==> src/hdl/mags_pkg.sv <==
// Package for the mean aggregate gradient scatter unit.
// Holds payload structs, command and op codes, back-end states, scale width.
// No dependencies.
package mags_pkg;

	typedef enum logic [2:0] {
		CMD_LOAD_GRAD  = 3'd0,
		CMD_LOAD_DEG   = 3'd1,
		CMD_EDGE       = 3'd2,
		CMD_READ_ACC   = 3'd3,
		CMD_WRITE_ACC  = 3'd4
	} cmd_code_t;

	typedef struct packed {
		logic [2:0]         cmd;
		logic [9:0]         node;
		logic [9:0]         target_node;
		logic [5:0]         feature;
		logic signed [31:0] value;
		logic [15:0]        degree;
	} in_item_t;

	typedef struct packed {
		logic signed [31:0] read_value;
		logic               saturated;
	} out_item_t;

	// Classified operations handed from the front to the back.
	typedef enum logic [2:0] {
		OP_NOP,
		OP_LOAD_GRAD,
		OP_LOAD_DEG,
		OP_EDGE,
		OP_READ_ACC,
		OP_WRITE_ACC
	} op_t;

	typedef enum logic [2:0] {
		BK_IDLE,
		BK_DIV,
		BK_EDGE,
		BK_READ,
		BK_OUT
	} bk_state_t;

	localparam int SCALE_W = 17;

endpackage

==> src/hdl/mags_front.sv <==
// Front end: accepts input transactions and classifies them into queue entries.
// Depends on mags_pkg. The entry queue is a small register FIFO.
module mags_front import mags_pkg::*; #(
	parameter int NODES = 1024,
	parameter int DIM = 64,
	parameter int NW = 10,
	parameter int FW = 6
) (
	input  logic            clk,
	input  logic            arst_n,
	input  logic            in_valid,
	output logic            in_ready,
	input  in_item_t        in_data,
	input  logic            flow_direction,
	output logic            q_valid,
	input  logic            q_ready,
	output op_t             q_op,
	output logic [NW-1:0]   q_node,
	output logic [NW-1:0]   q_to,
	output logic [FW-1:0]   q_feat,
	output logic [31:0]     q_value,
	output logic [15:0]     q_degree
);

	typedef struct packed {
		op_t            op;
		logic [NW-1:0]  node;
		logic [NW-1:0]  to;
		logic [FW-1:0]  feat;
		logic [31:0]    value;
		logic [15:0]    degree;
	} entry_t;

	entry_t ent_q [2];
	logic   wp_q, rp_q;
	logic [1:0] cnt_q;
	entry_t e;
	logic node_ok, tnode_ok, feat_ok;
	logic push, pop;

	always_comb begin
		node_ok  = 32'(in_data.node) < NODES;
		tnode_ok = 32'(in_data.target_node) < NODES;
		feat_ok  = 32'(in_data.feature) < DIM;
		e.node   = NW'(in_data.node);
		e.to     = NW'(in_data.target_node);
		e.feat   = FW'(in_data.feature);
		e.value  = in_data.value;
		e.degree = in_data.degree;
		e.op     = OP_NOP;
		unique case (in_data.cmd)
			CMD_LOAD_GRAD: if (node_ok && feat_ok) e.op = OP_LOAD_GRAD;
			CMD_LOAD_DEG:  if (node_ok) e.op = OP_LOAD_DEG;
			CMD_EDGE: begin
				if (node_ok && tnode_ok) e.op = OP_EDGE;
				// Edge: node field carries the source row, to the destination row.
				e.node = flow_direction ? NW'(in_data.node) : NW'(in_data.target_node);
				e.to   = flow_direction ? NW'(in_data.target_node) : NW'(in_data.node);
			end
			CMD_READ_ACC:  if (node_ok && feat_ok) e.op = OP_READ_ACC;
			CMD_WRITE_ACC: if (node_ok && feat_ok) e.op = OP_WRITE_ACC;
			default:       e.op = OP_NOP;
		endcase
	end

	assign in_ready = cnt_q != 2'd2;
	assign push = in_valid && in_ready;
	assign q_valid = cnt_q != 2'd0;
	assign pop = q_valid && q_ready;

	always_ff @(posedge clk or negedge arst_n) begin
		if (!arst_n) begin
			wp_q <= 1'b0;
			rp_q <= 1'b0;
			cnt_q <= 2'd0;
		end else begin
			if (push) wp_q <= ~wp_q;
			if (pop) rp_q <= ~rp_q;
			cnt_q <= cnt_q + {1'b0, push} - {1'b0, pop};
		end
	end

	always_ff @(posedge clk) begin
		if (push) ent_q[wp_q] <= e;
	end

	assign q_op = ent_q[rp_q].op;
	assign q_node = ent_q[rp_q].node;
	assign q_to = ent_q[rp_q].to;
	assign q_feat = ent_q[rp_q].feat;
	assign q_value = ent_q[rp_q].value;
	assign q_degree = ent_q[rp_q].degree;

endmodule

==> config.mk <==
export PLATFORM = sky130hd
export DESIGN_NAME = mags_front
export DESIGN_NICKNAME = d
export VERILOG_FILES = /design/src/hdl/mags_pkg.sv /design/src/hdl/mags_front.sv
export SDC_FILE = /design/constraint.sdc
export NUM_CORES = 1
export LEC_CHECK = 0
export BUFFER_PORTS_ARGS = -buffer_cell sky130_fd_sc_hd__buf_2
export CORE_UTILIZATION = 52
export DETAILED_ROUTE_END_ITERATION = 8
export GPL_TIMING_DRIVEN = 0
export PLACE_DENSITY_LB_ADDON = 0.2
export SLEW_MARGIN = 0
export SYNTH_ARGS = -nofsm -noshare
export SYNTH_HDL_FRONTEND = slang
export SYNTH_SLANG_ARGS = --single-unit
==> constraint.sdc <==
create_clock -name clk -period 5.6 [get_ports clk]
set_input_delay 0 -clock clk [delete_from_list [all_inputs] [get_ports clk]]
set_output_delay 0 -clock clk [all_outputs]
set_load 0.005 [all_outputs]
==> summary.md <==
| Metric | Value |
|---|---|
| Arr. time, crit path | 2.17 ns |
| Seq/Total Area, Yosys | 0.781 |
| Final wirelength | 11800 um |
| Final period util | 0.368 |
| DRC Markers | 0 |
| Setup tns final | 0 ns |
| DP Cell Count | 593 |
| Max Freq | 0.485 GHz |
| Yosys top cell area share | 0.764 |
| DR pass1 iterations | 4 |
| Initial Utilization | 0.532 |
| Simple-Gate Fraction of Synth Area | 0.0118 |
| CP max FO | 31 |
| VDD IR max | 0.307 mV |
| CTS tree | done |
| Kind of end point of the critical path | flop |
| CP startpoint kind | flop |
| Clock Sinks | 158 |
| Area delta synth->final | 42.3% |
| Critical path required time | 5.71 ns |
| Share of post-route cells with drive strength above 1 | 0.525 |
| Min cycle time layout | 2.06 ns |
| Root Buffer | clkbuf_16 |
| Yosys reg bits | 158 |
| Worst slew margin | 0.356 |
| Final nets | 644 |
| Hold Vio Cnt, Final | 0 |
| Post-synth cell types | 19 |
| Ant diodes | 0 |
| Skew-Pair Late Insertion Delay | 0.42 ns |
| Post-Synth Adder-Cell Area | 0.00414 |
| Cells after Synth | 287 |
| First-pass GRT wire length | 17800 um |
| Initial DRC Count | 156 |
| Syn. warnings | 0 |
| Syn Area/Cell | 21.1 um2 |
| CTS max path bufs | 2 |
| I/O pin cnt | 161 |
| Largest net degree at the start of global routing | 45 |
| RSZ-0062 raised after global routing | no |
| Detail Route Antenna Nets | 0 |
| Power, Total | 3.96 mW |
| Final setup vio count | 0 |
| Synth Area in XOR/XNOR | 0.00724 |
| # rows | 39 |
| Cts bufs inserted | 17 |
| Number of global-route vias before repair | 3649 |
| Vias/cell | 4.96 |
| GRT overflow | 0 |
| Clock Skew | 0.00614 ns |
| Non-Filler Instances | 713 |
| DR vias | 3537 |
| Compound-gate portion of the synthesized area | 0.00165 |
| FF+latch area | 0.00472 mm2 |
| Slew Viols, Final | 0 |
| Die Width | 110 um |
| GP Congestion | 0.666 |
| H-tree depth | 4 |
| Syn nets | 371 |
| Post-CTS resize count | 0 |
| Initial antenna violation count | 0 |
| Total power per unit cell area | 460 mW/mm2 |
| Multi-input logic area | 0.00125 mm2 |
| Slew of the pin with the lowest slew margin | 0.963 ns |
| GRT Overall Usage | 0.206 |
| HPWL Detailed | 6900 um |
| Most common cell after layout, fill and taps aside | buf_2 |
| Wire per inst | 16.6 um |
| Util after Layout | 0.757 |
| Top cells by area, synth | edfxtp_1 (76%), mux2_2 (18%), dfrtp_1 (1.7%) |
| Status | completed |
| Hold Path Class | in -> reg |
| Die H | 110 um |
| Most frequent cells in the layout | buf_2 (167), edfxtp_1 (154), mux2_2 (96) |
| Fill count | 687 |
| Max_cap viols | 0 |
| LEAKAGE | 3.30 nW |
| Mux cell area share after synthesis | 0.181 |
| Critical path class | reg -> reg |
| Die ar. | 0.0121 mm2 |
| Cell area after synthesis | 0.00605 mm2 |
| Core area | 0.0114 mm2 |
| Port Buf Inserts | 160 |
| Main combinational cell family by area after synthesis | multiplexers |
| Clock slew at the register clock pins of the worst setup and hold paths | 0.06 ns |
| Cell taking the most area after synthesis | edfxtp_1 |
==> critical path: stages, from the launching register on <==
cell and delay, ns:
dfrtp_1 0.41, nand2b_1 0.12, nand2_1 0.15, nor2_4 0.76, buf_12 0.30
==> cells by family (layout without fill, tap and decap cells) <==
family	Yosys count	in the layout
DFF	158	158
xor gates and xnor gates	5	5
AOI/OAI and AO/OA	2	2
adders and majority gates	2	2
and+or+nand+nor	11	11
muxes	97	97
buffers and inverters	12	295
==> where the power goes <==
part	switching [mW]	internal (mW)	total [mW]
clock network	0.414	0.731	1.15
logic	0.545	0.592	1.14
registers	0.0622	1.62	1.68
==> Yosys cell counts <==
master	n
ha_1	2
xor2_1	1
o21ai_0	1
edfxtp_1	154
a21oi_1	1
nor2_1	3
buf_2	7
and2_1	1
mux2_1	1
dfrtp_1	4
buf_6	4
nand2_1	3
mux2_2	96
nand2b_1	1
or2_2	1
nor4b_4	1
xnor2_1	4
and3_1	1
inv_1	1
==> metal layers <==
| metal | vias to the layer above | track usage | wire [um] |
|---|---|---|---|
| li1 | 1678 | - | - |
| met1 | 1704 | 0.232 | 4720 |
| met2 | 130 | 0.342 | 5850 |
| met3 | 25 | 0.0782 | 910 |
| met4 | 0 | 0.106 | 322 |
| met5 | - | 0 | 0 |
==> stage by stage <==
stage / setup WS [ns] / instance area (um2) / hold WS [ns]
global placement: -0.603 / 7030 / -0.189
floorplan: 1.26 / 6050 / -0.296
global route: 3.39 / 8610 / 0.224
finish: 3.54 / 8610 / 0.223
CTS: 3.51 / 8610 / 0.209
detailed placement: 3.51 / 7120 / -0.190
==> registers in the layout, indices dropped and copies added (netlist names) <==
register and cells:
wp_q 1, rp_q 1, ent_q 154, cnt_q 2
==> area by class of cell <==
cell class                      count  share of cell area
Sequential cell                   158               0.549
Timing Repair Buffer              254               0.208
Multi-Input combinational cell    117               0.146
Clock buffer                       19              0.0503
Tap cell                          143              0.0208
Clock inverter                     10              0.0171
Buffer                             11             0.00930
Inverter                            1            0.000436
==> worst paths after layout <==
check                                     from           end  slack (ns)  cells past startpoint
worst max-delay path                  cnt_q[1]  ent_q[0][62]        3.54                      4
worst min-delay path            flow_direction  ent_q[1][59]        0.22                      4
worst max register to register        cnt_q[1]  ent_q[0][62]        3.54                      4
worst min register to register        cnt_q[1]      cnt_q[1]        0.51                      1
max in group asynchronous               arst_n          rp_q        4.93                      3
min in group asynchronous               arst_n          wp_q        0.49                      3
==> timing repair <==
item / in CTS / in global routing
hold buffers: 91 / 0
endpoints found under the hold margin: 160 / 0
setup buffers: 0 / 0
No activity file was read; power rests on OpenSTA's default activity.
